$ cat src/hw/rtl/gmc_pkg.sv
// Shared types and constants of the genotype mismatch classifier.
// No dependencies; imported by every module of the block.
package gmc_pkg;

  localparam int ALLELE_BITS = 16;
  localparam int COUNT_BITS  = 24;
  localparam int PCT_BITS    = 14;
  localparam int NUM_BITS    = COUNT_BITS + PCT_BITS;
  localparam int STEP_BITS   = 4;
  localparam int IDX_BITS    = 3;

  localparam logic [PCT_BITS-1:0]  PCT_SCALE = PCT_BITS'(10000);
  localparam logic [STEP_BITS-1:0] STEP_TOP  = STEP_BITS'(PCT_BITS - 1);
  localparam logic [COUNT_BITS-1:0] CNT_MAX  = {COUNT_BITS{1'b1}};

  // register map (index = paddr / 4)
  localparam logic REG_ALLELE_LOW  = 1'b0;
  localparam logic REG_ALLELE_HIGH = 1'b1;

  localparam logic signed [ALLELE_BITS-1:0] ALLELE_LOW_RESET  = ALLELE_BITS'(0);
  localparam logic signed [ALLELE_BITS-1:0] ALLELE_HIGH_RESET = ALLELE_BITS'(3);

  // which ratio the shared divider is working on
  localparam logic [IDX_BITS-1:0] PCT_MISMATCH   = 3'd0;
  localparam logic [IDX_BITS-1:0] PCT_HOM_HOM    = 3'd1;
  localparam logic [IDX_BITS-1:0] PCT_OVERLAP    = 3'd2;
  localparam logic [IDX_BITS-1:0] PCT_NONOVERLAP = 3'd3;
  localparam logic [IDX_BITS-1:0] PCT_HET_HET    = 3'd4;

  typedef struct packed {
    logic signed [ALLELE_BITS-1:0] first_sample_allele_one;
    logic signed [ALLELE_BITS-1:0] first_sample_allele_two;
    logic signed [ALLELE_BITS-1:0] second_sample_allele_one;
    logic signed [ALLELE_BITS-1:0] second_sample_allele_two;
    logic                          last_locus;
  } gmc_in_t;

  typedef struct packed {
    logic [COUNT_BITS-1:0] valid_loci;
    logic [COUNT_BITS-1:0] mismatched_loci;
    logic [COUNT_BITS-1:0] hom_hom_mismatches;
    logic [COUNT_BITS-1:0] het_hom_overlap_mismatches;
    logic [COUNT_BITS-1:0] het_hom_nonoverlap_mismatches;
    logic [COUNT_BITS-1:0] het_het_mismatches;
    logic [PCT_BITS-1:0]   mismatch_pct;
    logic [PCT_BITS-1:0]   hom_hom_pct;
    logic [PCT_BITS-1:0]   het_hom_overlap_pct;
    logic [PCT_BITS-1:0]   het_hom_nonoverlap_pct;
    logic [PCT_BITS-1:0]   het_het_pct;
    logic                  no_valid_loci;
  } gmc_out_t;

  // controller -> datapath commands
  typedef struct packed {
    logic                 accept;     // take the request into the classify stage
    logic                 load_num;   // load dividend for ratio idx
    logic                 div_step;   // one restoring-division step
    logic                 last_step;  // final step: store quotient
    logic                 load_out;   // fill result register, clear counters
    logic [IDX_BITS-1:0]  idx;
    logic [STEP_BITS-1:0] step;
  } gmc_cmd_t;

endpackage

$ cat src/hw/rtl/gmc_ctrl.sv
// Controller of the genotype mismatch classifier: handshakes and the
// end-of-run division sequence. Depends on gmc_pkg.
module gmc_ctrl (
  input  logic              clk,
  input  logic              rst,
  input  logic              in_valid,
  input  logic              in_last,
  output logic              in_ready,
  output logic              out_valid,
  input  logic              out_ready,
  output gmc_pkg::gmc_cmd_t cmd
);
  import gmc_pkg::*;

  typedef enum logic [2:0] {
    S_RUN,
    S_DRAIN,
    S_MUL,
    S_DIV,
    S_FIN
  } state_t;

  state_t               state;
  logic [IDX_BITS-1:0]  idx;
  logic [STEP_BITS-1:0] step;
  logic                 out_free;

  assign in_ready = (state == S_RUN);
  assign out_free = !out_valid || out_ready;

  always_comb begin
    cmd           = '0;
    cmd.idx       = idx;
    cmd.step      = step;
    cmd.accept    = in_valid && in_ready;
    cmd.load_num  = (state == S_MUL);
    cmd.div_step  = (state == S_DIV);
    cmd.last_step = (state == S_DIV) && (step == '0);
    cmd.load_out  = (state == S_FIN) && out_free;
  end

  always_ff @(posedge clk) begin
    if (rst) begin
      state     <= S_RUN;
      idx       <= PCT_MISMATCH;
      step      <= STEP_TOP;
      out_valid <= 1'b0;
    end else begin
      // in S_FIN a taken result is replaced directly by the new one
      if (out_valid && out_ready && (state != S_FIN)) begin
        out_valid <= 1'b0;
      end
      case (state)
        S_RUN: begin
          if (in_valid && in_last) begin
            state <= S_DRAIN;
          end
        end
        S_DRAIN: begin
          // last locus reaches the counters this cycle
          idx   <= PCT_MISMATCH;
          state <= S_MUL;
        end
        S_MUL: begin
          step  <= STEP_TOP;
          state <= S_DIV;
        end
        S_DIV: begin
          if (step == '0) begin
            if (idx == PCT_HET_HET) begin
              state <= S_FIN;
            end else begin
              idx   <= idx + IDX_BITS'(1);
              state <= S_MUL;
            end
          end else begin
            step <= step - STEP_BITS'(1);
          end
        end
        S_FIN: begin
          if (out_free) begin
            out_valid <= 1'b1;
            state     <= S_RUN;
          end
        end
        default: begin
          state <= S_RUN;
        end
      endcase
    end
  end

endmodule

$ cat src/hw/rtl/gmc_dp.sv
// Datapath of the genotype mismatch classifier: locus classify stage,
// saturating counters, serial divider and result register. Depends on gmc_pkg.
module gmc_dp (
  input  logic                                     clk,
  input  logic                                     rst,
  input  gmc_pkg::gmc_cmd_t                        cmd,
  input  gmc_pkg::gmc_in_t                         in_data,
  input  logic signed [gmc_pkg::ALLELE_BITS-1:0]   allele_low,
  input  logic signed [gmc_pkg::ALLELE_BITS-1:0]   allele_high,
  output gmc_pkg::gmc_out_t                        out_data
);
  import gmc_pkg::*;

  logic signed [ALLELE_BITS-1:0] a0, a1, b0, b1;
  logic in_rng, a_hom, b_hom, mis, ovl;

  // classify stage
  logic st_vld, st_valid, st_mis, st_hh, st_ovl, st_non, st_het;

  logic [COUNT_BITS-1:0] valid_count, mismatch_count, hom_hom_count;
  logic [COUNT_BITS-1:0] overlap_count, nonoverlap_count, het_het_count;
  logic [COUNT_BITS-1:0] sel_count;

  logic [NUM_BITS-1:0] rem, dsh;
  logic [PCT_BITS-1:0] quo, quo_next;
  logic                ge;
  logic [PCT_BITS-1:0] pct_mis, pct_hh, pct_ovl, pct_non, pct_het;
  logic                no_valid;

  function automatic logic [COUNT_BITS-1:0] sat_inc(logic [COUNT_BITS-1:0] c, logic en);
    sat_inc = (en && c != CNT_MAX) ? c + COUNT_BITS'(1) : c;
  endfunction

  // sort each genotype pair, smaller allele first
  always_comb begin
    if (in_data.first_sample_allele_one > in_data.first_sample_allele_two) begin
      a0 = in_data.first_sample_allele_two;
      a1 = in_data.first_sample_allele_one;
    end else begin
      a0 = in_data.first_sample_allele_one;
      a1 = in_data.first_sample_allele_two;
    end
    if (in_data.second_sample_allele_one > in_data.second_sample_allele_two) begin
      b0 = in_data.second_sample_allele_two;
      b1 = in_data.second_sample_allele_one;
    end else begin
      b0 = in_data.second_sample_allele_one;
      b1 = in_data.second_sample_allele_two;
    end
    // after sorting, min >= low and max <= high covers all four codes
    in_rng = (a0 >= allele_low) && (a1 <= allele_high) &&
             (b0 >= allele_low) && (b1 <= allele_high);
    a_hom  = (a0 == a1);
    b_hom  = (b0 == b1);
    mis    = !((a0 == b0) && (a1 == b1));
    ovl    = (a_hom && ((a0 == b0) || (a0 == b1))) ||
             (b_hom && ((b0 == a0) || (b0 == a1)));
  end

  always_ff @(posedge clk) begin
    if (rst) begin
      st_vld <= 1'b0;
    end else begin
      st_vld <= cmd.accept;
    end
    st_valid <= in_rng;
    st_mis   <= in_rng && mis;
    st_hh    <= in_rng && mis && a_hom && b_hom;
    st_ovl   <= in_rng && mis && !(a_hom && b_hom) && ovl;
    st_non   <= in_rng && mis && !(a_hom && b_hom) && !ovl && (a_hom || b_hom);
    st_het   <= in_rng && mis && !a_hom && !b_hom;
  end

  always_ff @(posedge clk) begin
    if (rst || cmd.load_out) begin
      valid_count      <= '0;
      mismatch_count   <= '0;
      hom_hom_count    <= '0;
      overlap_count    <= '0;
      nonoverlap_count <= '0;
      het_het_count    <= '0;
    end else if (st_vld) begin
      valid_count      <= sat_inc(valid_count, st_valid);
      mismatch_count   <= sat_inc(mismatch_count, st_mis);
      hom_hom_count    <= sat_inc(hom_hom_count, st_hh);
      overlap_count    <= sat_inc(overlap_count, st_ovl);
      nonoverlap_count <= sat_inc(nonoverlap_count, st_non);
      het_het_count    <= sat_inc(het_het_count, st_het);
    end
  end

  always_comb begin
    case (cmd.idx)
      PCT_MISMATCH:   sel_count = mismatch_count;
      PCT_HOM_HOM:    sel_count = hom_hom_count;
      PCT_OVERLAP:    sel_count = overlap_count;
      PCT_NONOVERLAP: sel_count = nonoverlap_count;
      PCT_HET_HET:    sel_count = het_het_count;
      default:        sel_count = '0;
    endcase
  end

  // restoring division, one quotient bit per cycle, MSB first
  assign dsh      = NUM_BITS'(valid_count) << cmd.step;
  assign ge       = (rem >= dsh);
  assign quo_next = {quo[PCT_BITS-2:0], ge};

  always_ff @(posedge clk) begin
    if (cmd.load_num) begin
      rem <= NUM_BITS'(sel_count) * NUM_BITS'(PCT_SCALE) +
             NUM_BITS'(valid_count >> 1);
      quo <= '0;
    end else if (cmd.div_step) begin
      if (ge) begin
        rem <= rem - dsh;
      end
      quo <= quo_next;
    end
    if (cmd.last_step) begin
      case (cmd.idx)
        PCT_MISMATCH:   pct_mis <= quo_next;
        PCT_HOM_HOM:    pct_hh  <= quo_next;
        PCT_OVERLAP:    pct_ovl <= quo_next;
        PCT_NONOVERLAP: pct_non <= quo_next;
        PCT_HET_HET:    pct_het <= quo_next;
        default: begin
        end
      endcase
    end
  end

  assign no_valid = (valid_count == '0);

  always_ff @(posedge clk) begin
    if (cmd.load_out) begin
      out_data.valid_loci                    <= valid_count;
      out_data.mismatched_loci               <= mismatch_count;
      out_data.hom_hom_mismatches            <= hom_hom_count;
      out_data.het_hom_overlap_mismatches    <= overlap_count;
      out_data.het_hom_nonoverlap_mismatches <= nonoverlap_count;
      out_data.het_het_mismatches            <= het_het_count;
      out_data.mismatch_pct                  <= no_valid ? '0 : pct_mis;
      out_data.hom_hom_pct                   <= no_valid ? '0 : pct_hh;
      out_data.het_hom_overlap_pct           <= no_valid ? '0 : pct_ovl;
      out_data.het_hom_nonoverlap_pct        <= no_valid ? '0 : pct_non;
      out_data.het_het_pct                   <= no_valid ? '0 : pct_het;
      out_data.no_valid_loci                 <= no_valid;
    end
  end

endmodule

$ cat src/hw/rtl/genotype_mismatch_classifier_unit.sv
// Genotype mismatch classifier, top level: register port, controller and
// datapath. Depends on gmc_pkg, gmc_ctrl and gmc_dp.
//
// Each request is one locus (two allele codes per sample). Loci are taken one
// per clock while a run is in progress; a locus is counted when all four codes
// lie in [allele_low, allele_high] and, on a mismatch of the sorted genotypes,
// goes into one of four classes (hom-hom, het-hom overlapping, het-hom
// non-overlapping, het-het). All counters saturate at 2^24-1. The request
// marked last_locus closes the run: it is counted, then the five percentages
// (hundredths of a percent, rounded half up) are computed one after another on
// a single shared restoring divider, one quotient bit per clock. Once the
// last locus is accepted, the controller drains it into the counters, then
// per ratio loads the dividend and runs the divide steps, and finally loads
// the result; in_ready stays low meanwhile. The result sits in an output
// register, so the next run can start streaming while the previous result
// waits for out_ready; the end of a later run holds in_ready low longer only
// while that register is still full. With no valid locus all percentages
// read 0 and no_valid_loci is set. Counters clear as the result
// is loaded. allele_low is at address 0x0, allele_high at 0x4 (16-bit signed,
// reset 0 and 3); write them only while the block is idle.
module genotype_mismatch_classifier_unit (
  input  logic               clk,
  input  logic               rst,
  // register port
  input  logic               psel,
  input  logic               penable,
  input  logic               pwrite,
  input  logic [2:0]         paddr,
  input  logic [31:0]        pwdata,
  output logic [31:0]        prdata,
  output logic               pready,
  // locus requests
  input  logic               in_valid,
  output logic               in_ready,
  input  gmc_pkg::gmc_in_t   in_data,
  // run results
  output logic               out_valid,
  input  logic               out_ready,
  output gmc_pkg::gmc_out_t  out_data
);
  import gmc_pkg::*;

  logic signed [ALLELE_BITS-1:0] allele_low;
  logic signed [ALLELE_BITS-1:0] allele_high;
  logic                          reg_wr;
  gmc_cmd_t                      cmd;

  // register port: no wait states, write on the access phase
  assign pready = 1'b1;
  assign reg_wr = psel && penable && pwrite;

  always_ff @(posedge clk) begin
    if (rst) begin
      allele_low  <= ALLELE_LOW_RESET;
      allele_high <= ALLELE_HIGH_RESET;
    end else if (reg_wr) begin
      case (paddr[2])
        REG_ALLELE_LOW:  allele_low  <= pwdata[ALLELE_BITS-1:0];
        REG_ALLELE_HIGH: allele_high <= pwdata[ALLELE_BITS-1:0];
        default: begin
        end
      endcase
    end
  end

  always_comb begin
    case (paddr[2])
      REG_ALLELE_LOW:  prdata = {{(32-ALLELE_BITS){1'b0}}, allele_low};
      REG_ALLELE_HIGH: prdata = {{(32-ALLELE_BITS){1'b0}}, allele_high};
      default:         prdata = '0;
    endcase
  end

  gmc_ctrl u_ctrl (
    .clk       (clk),
    .rst       (rst),
    .in_valid  (in_valid),
    .in_last   (in_data.last_locus),
    .in_ready  (in_ready),
    .out_valid (out_valid),
    .out_ready (out_ready),
    .cmd       (cmd)
  );

  gmc_dp u_dp (
    .clk         (clk),
    .rst         (rst),
    .cmd         (cmd),
    .in_data     (in_data),
    .allele_low  (allele_low),
    .allele_high (allele_high),
    .out_data    (out_data)
  );

endmodule
$ cat config.mk
export PLATFORM = sky130hd
export DESIGN_NAME = genotype_mismatch_classifier_unit
export DESIGN_NICKNAME = d
export VERILOG_FILES = /design/src/hw/rtl/gmc_pkg.sv /design/src/hw/rtl/gmc_ctrl.sv /design/src/hw/rtl/gmc_dp.sv /design/src/hw/rtl/genotype_mismatch_classifier_unit.sv
export SDC_FILE = /design/constraint.sdc
export NUM_CORES = 1
export LEC_CHECK = 0
export CORE_UTILIZATION = 45
export CTS_BUF_LIST = sky130_fd_sc_hd__clkbuf_2 sky130_fd_sc_hd__clkbuf_4 sky130_fd_sc_hd__clkbuf_8
export DETAILED_ROUTE_END_ITERATION = 12
export DONT_BUFFER_PORTS = 1
export PLACE_DENSITY_LB_ADDON = 0.08
export SLEW_MARGIN = 20
export SYNTH_ARGS = -nofsm -noshare
export SYNTH_HDL_FRONTEND = slang
export SYNTH_SLANG_ARGS = --single-unit
$ cat constraint.sdc
create_clock -name clk -period 17 [get_ports clk]
set_clock_uncertainty 0.1 [all_clocks]
set_input_delay 0.85 -clock clk [delete_from_list [all_inputs] [get_ports clk]]
set_output_delay 0.85 -clock clk [all_outputs]
set_load 0.05 [all_outputs]
Word-level counts from Yosys, hierarchy flattened
Cells that the tools add are included.

storage, ports and cells
  register bits after elaboration = 530
  latch bits = 0
  memory bits (writable) = 0
  memory bits (read-only) = 0
  output and inout bits = 250
  logic and storage cells = 173
  memories kept = 0

cells by class
  add/subtract/negate cells = 10
  multiply operators = 1
  div/mod/pow operators = 0
  $lt $le $gt $ge = 7
  eq/ne operators = 27
  shift-type cells = 1
  muxes and demuxes = 22
  bitwise operators = 1
  reductions and logical operators = 66

operators by type and width
  operator                                                               number
  24-bit by 1-bit adder with 24-bit output, second input constant        6
  24-bit != test, second input constant                                  6
  24-bit one-hot mux with 5 select lines                                 1
  38-bit two-way mux                                                     3
  16-bit equality test                                                   7
  16-bit two-way mux                                                     4
  32-bit one-hot mux with 2 select lines                                 1
  38-bit by 23-bit adder with 38-bit output                              1
  38-bit >= comparator                                                   1
  24-bit by 4-bit left shift with 38-bit output                          1
  38-bit subtractor                                                      1
  24-bit by 10-bit multiplier with 34-bit output, second input constant  1
  16-bit >= comparator                                                   2
  16-bit > comparator                                                    2
  16-bit <= comparator                                                   2
  1-bit logical AND                                                      30
  2-bit AND reduction                                                    15
  24-bit logical NOT                                                     1
  3-bit two-way mux                                                      6
  3-bit one-hot mux with 5 select lines                                  1
  3-bit by 2-bit equality test with 1-bit output, second input constant  4
  4-bit one-hot mux with 2 select lines                                  1
  3-bit by 1-bit equality test with 1-bit output, second input constant  2
  3-bit equality test, second input constant                             2
  15 further kinds                                                       34

Longest topological paths before layout
  word-level depth = 10
  mapped depth = 33
  gate-level depth less buffers = 29

Modules after synthesis
Synthesis repeated with hierarchy kept, for this count alone.

unflattened totals
  cells, all modules = 3198
  area total of the unflattened synthesis = 32653.8 sq um

modules (own cells, without submodules)
  module                             times used  cells each  area an instance (sq um)  seq. area each (sq um)
  gmc_dp                             1           2960        30299.1                   12982.5
  genotype_mismatch_classifier_unit  1           162         1690.4                    640.6
  gmc_ctrl                           1           76          664.4                     220.2

Least setup slack after synthesis
OpenSTA, ideal clock, no wires.

  path type = input to register
  start point = input port out_ready
  end point = register u_dp.het_het_count[0]
  library setup time = 0.128 ns
  data arrival time = 11.623 ns
  required time = 16.772 ns
  path slack = 5.150 ns
  stages = 7
  buffers on the path = 3
  cells stage by stage = nor2b_1 nor2_1 or2_2 clkbuf_1 clkbuf_1 clkbuf_1 nor2_1

RTL lines
  item                    RTL line                                 RTL
  start: declaration      genotype_mismatch_classifier_unit.sv:38  input logic out_ready,
  end signal: assignment  gmc_dp.sv:88                             het_het_count <= sat_inc(het_het_count, st_het);
  end: declaration        gmc_dp.sv:21                             logic [COUNT_BITS-1:0] overlap_count, nonoverlap_count, het_het_count;

Worst setup path after layout
  start point = register u_ctrl.idx[0]
  end point = register u_dp.rem[28] (data pin)

on the way
  longest elaborated chain between the ends = 5

RTL lines
  item                                                RTL line        RTL
  start: declaration                                  gmc_ctrl.sv:24  logic [IDX_BITS-1:0] idx;
  start signal: assignment                            gmc_ctrl.sv:73  idx <= idx + IDX_BITS'(1);
  3-bit equality test (tied with other cells)         gmc_dp.sv:93    case (cmd.idx)
  24-bit one-hot mux with 5 select lines (*)          gmc_dp.sv:93
  24-bit by 10-bit multiplier with 34-bit output (*)  gmc_dp.sv:110   rem <= NUM_BITS'(sel_count) * NUM_BITS'(PCT_SCALE) +
  38-bit by 23-bit adder with 38-bit output (*)       gmc_dp.sv:110
  38-bit two-way mux (*)                              gmc_dp.sv:109   if (cmd.load_num) begin
  end signal: assignment                              gmc_dp.sv:110
  end signal: assignment                              gmc_dp.sv:115   rem <= rem - dsh;
  end: declaration                                    gmc_dp.sv:24    logic [NUM_BITS-1:0] rem, dsh;

Mark *: on every way between the ends. The rest lies on a longest branch, timed or not.
A chain may end at the register's enable or synchronous reset.

==> impl_metrics.env <==
export IMPL_post_route_worst_setup_slack_ns=8.04
export IMPL_preCtsSetupSlack_ns=8.06
export IMPL_syn_inst=3403
export IMPL_wl_per_cell_um=21.4
export IMPL_synth_top_cells_by_area="sky130_fd_sc_hd__edfxtp_1 29%, sky130_fd_sc_hd__dfxtp_1 13%, sky130_fd_sc_hd__ha_1 10%"
export IMPL_die_w_um=272
export IMPL_worst_hold_path_endpoint="u_ctrl.step[1]"
export IMPL_timing_reg2reg_worst_path_depth=30
export IMPL_total_leakage_power_uw=0.0145
export IMPL_synth_top_family_by_area="simple AND/OR/NAND/NOR gates"
export IMPL_drcViolationCount=0
export IMPL_hp_class="in2reg"
export IMPL_clock_tree_root_cell="sky130_fd_sc_hd__clkbuf_8"
export IMPL_cts_htree_levels=3
export IMPL_r2r_start="u_ctrl.idx[0]"
export IMPL_cts_repair_resize_count=0
export IMPL_final_antenna_net_count=0
export IMPL_leading_cell_types_by_count_after_synthesis="358 x sky130_fd_sc_hd__nand2_1, 323 x sky130_fd_sc_hd__edfxtp_1, 262 x sky130_fd_sc_hd__ha_1"
export IMPL_first_global_vias=24552
export IMPL_syn_avg_cell_area_um2=9.67
export IMPL_r2r_slack_ns=8.04
export IMPL_groute_usage_overall=0.250
export IMPL_fmax_mhz=112
export IMPL_yosys_warnings=0
export IMPL_top_level_ports=357
export IMPL_whs_path_depth=1
export IMPL_timing_max_transition_violations_final=0
export IMPL_viasPerCell=5.82
export IMPL_netlist_area_um2=32900
export IMPL_worstSkewPairLatency_ns=0.71
export IMPL_ir_worst_vdd_v=0.0000570
export IMPL_timing_worst_setup_path_type="reg2reg"
export IMPL_grt_first_pass_wirelength_um=144000
export IMPL_route_final_wire_length_um=94600
export IMPL_timing_final_hold_violations=0
export IMPL_critical_path_arrival_ns=9.26
export IMPL_numClockSinks=530
export IMPL_area_growth_pct=8.52
export IMPL_slew_headroom=0.212
export IMPL_fin_nets=3826
export IMPL_gp_congestion=0.947
export IMPL_synthMostInstantiatedCell="sky130_fd_sc_hd__nand2_1"
export IMPL_placement_rows=98
export IMPL_cts_hold_buffers=0
export IMPL_worst_ep_required_ns=17.30
export IMPL_holdWs_ns=0.156
export IMPL_io_buffer_count=0
export IMPL_tritoncts_clock_tree="yes"
export IMPL_final_min_clock_period_ns=8.96
export IMPL_parity_gate_share_of_the_synthesized_area_counting_xor_and_xnor_cells=0.0594
export IMPL_synthSimpleGateAreaFrac=0.185
export IMPL_critical_path_startpoint_category="flip-flop"
export IMPL_power_density_nw_per_um2=85.8
export IMPL_final_period_utilization=0.527
export IMPL_detailedRoute_firstPassIterationCount=5
export IMPL_cell_type_contributing_the_most_total_cell_area_after_synthesis="sky130_fd_sc_hd__edfxtp_1"
export IMPL_ctsLongestPathBuffers=3
export IMPL_initial_antenna_violation_count=1
export IMPL_synthAdderAreaFrac=0.137
export IMPL_initial_standard_cell_utilization_of_the_core=0.457
export IMPL_muxShareOfSynthArea=0.0208
export IMPL_timing_critical_path_to_type="flip-flop"
export IMPL_finalSetupViolCount=0
export IMPL_async_flop_share=0
export IMPL_yosys_area_top_type_share=0.295
export IMPL_placed_cells_incl_taps=4255
export IMPL_vias=25746
export IMPL_cp_max_fo=16
export IMPL_synth_lib_cells_used_distinct=91
export IMPL_global_route_overflow_total=0
export IMPL_design_power_total_uw=3060
export IMPL_rsz0062_at_grt="false"
export IMPL_synth_seq_cells=530
export IMPL_synth_compound_gate_area_share=0.136
export IMPL_die_area_um2=74200
export IMPL_grt_start_max_net_pins=98
export IMPL_run_status="finished, final reports clean"
export IMPL_yosys_most_used_dff="sky130_fd_sc_hd__edfxtp_1"
export IMPL_synth_edff_count=323
export IMPL_critical_path_max_stage_delay_ns=0.54
export IMPL_critical_path_most_common_cell="sky130_fd_sc_hd__ha_1"
export IMPL_hold_path_startpoint="rst"
export IMPL_post_layout_nonfiller_instances=4423
export IMPL_worst_setup_path_startpoint="u_ctrl.idx[0]"
export IMPL_synth_sequential_area_ratio=0.421
export IMPL_max_cap_violations=0
export IMPL_totalNegativeSetupSlack_ns=0
export IMPL_rr_endpoint="u_dp.rem[28]"
export IMPL_crit_slowest_cell="sky130_fd_sc_hd__fa_1"
export IMPL_coreArea_um2=72000
export IMPL_place_hpwl_um=72100
export IMPL_clk_pin_slew_worst_paths_ns=0.07
export IMPL_cts_inserted_buffers=89
export IMPL_post_route_cells_drive_above_1_share=0.0786
export IMPL_worstMarginPinSlew_ns=1.17
export IMPL_dr_first_iter_drc_count=2344
export IMPL_postCtsSetupBuffers=0
export IMPL_die_h_um=272
power by group:
group / internal [uW] / total, uW / switching (uW)
Sequential: 1380 / 1390 / 11.5
Combinational: 187 / 497 / 310
Clock: 641 / 1170 / 532
cell usage in the layout (no fill, tap or decap), types with 12 or more instances in the layout:
master	n
sky130_fd_sc_hd__nor2_1	256
sky130_fd_sc_hd__nand3_1	140
sky130_fd_sc_hd__a21boi_0	12
sky130_fd_sc_hd__or3_1	35
sky130_fd_sc_hd__nor3_1	52
sky130_fd_sc_hd__and3_1	57
sky130_fd_sc_hd__nand2b_1	24
sky130_fd_sc_hd__o21ai_1	24
sky130_fd_sc_hd__mux2i_1	38
sky130_fd_sc_hd__nor2b_1	100
sky130_fd_sc_hd__o21a_1	27
sky130_fd_sc_hd__o21ai_0	139
sky130_fd_sc_hd__fa_1	61
sky130_fd_sc_hd__o31ai_1	17
sky130_fd_sc_hd__clkinv_1	16
sky130_fd_sc_hd__and2_1	18
sky130_fd_sc_hd__clkbuf_4	36
sky130_fd_sc_hd__o211ai_1	33
sky130_fd_sc_hd__and4_1	18
sky130_fd_sc_hd__mux2_2	13
sky130_fd_sc_hd__ha_1	262
sky130_fd_sc_hd__a21oi_1	217
sky130_fd_sc_hd__clkbuf_8	100
sky130_fd_sc_hd__a31oi_1	15
sky130_fd_sc_hd__nor4_1	13
sky130_fd_sc_hd__edfxtp_1	323
sky130_fd_sc_hd__a211oi_1	30
sky130_fd_sc_hd__a211o_1	21
sky130_fd_sc_hd__or2_2	30
sky130_fd_sc_hd__nand4_1	64
sky130_fd_sc_hd__conb_1	17
sky130_fd_sc_hd__dfxtp_1	207
sky130_fd_sc_hd__a22oi_1	43
sky130_fd_sc_hd__a21o_1	54
sky130_fd_sc_hd__nand2_1	358
sky130_fd_sc_hd__buf_4	35
sky130_fd_sc_hd__xnor2_1	100
sky130_fd_sc_hd__xor2_1	123
sky130_fd_sc_hd__inv_1	187
through the flow:
stage           util  area [um2]
2_1_floorplan      -       33000
3_3_place_gp   0.470       33800
3_5_place_dp   0.470       33800
4_1_cts        0.496       35700
5_1_grt        0.496       35700
6_report       0.496       35700
worst max-delay path, delay by kind of cell (launching register included):
kind | cells | cell delay [ns]
compound gates | 9 | 1.81
xor+xnor | 2 | 0.43
fa+ha+maj | 8 | 3.26
buf+inv | 4 | 0.54
flops | 1 | 0.35
mux | 1 | 0.30
simple gates | 6 | 1.84
state kept, by name (all words and copies together), names as in the netlist, 24 cells and up:
name / cells
u_dp.out_data: 215
u_dp.rem: 38
u_dp.het_het_count: 24
u_dp.hom_hom_count: 24
u_dp.mismatch_count: 24
u_dp.nonoverlap_count: 24
u_dp.overlap_count: 24
u_dp.valid_count: 24
routing by layer:
layer  up-vias  share of wire  global-route usage
li1      12223              -                   -
met1     12477           0.45               0.345
met2       884           0.46               0.397
met3       162          0.067              0.0422
met4         0          0.028              0.0819
met5         -              0                   0
kinds of logic after synthesis:
logic type,after synthesis
AND/OR/NAND/NOR,1226
XOR/XNOR,223
buffers and inverters,338
adder cells (fa/ha/maj),323
flip-flops,530
other,2
AO/OA/AOI/OAI,703
multiplexers,58
worst max-delay path by stage:
stage,endpoint,slack (ns),cells after the start
final,u_dp.rem[28],8.04,30
after global routing,u_dp.rem[28],7.44,30
after global placement,u_dp.rem[28],8.19,30
after detailed placement,u_dp.rem[28],8.06,30
after floorplan,u_dp.het_het_count[0],5.15,7
after CTS,u_dp.rem[28],7.94,30
layout make-up:
type	instances	area (um2)
multi-input combinational	2550	17800
antenna	1	2.50
clock inverter	31	223
sequential	530	13800
timing repair buffer	36	274
inverter	189	709
fill	6634	36300
tap	950	1190
clock buffer	136	1650
No activity file was read; power rests on OpenSTA's default activity.
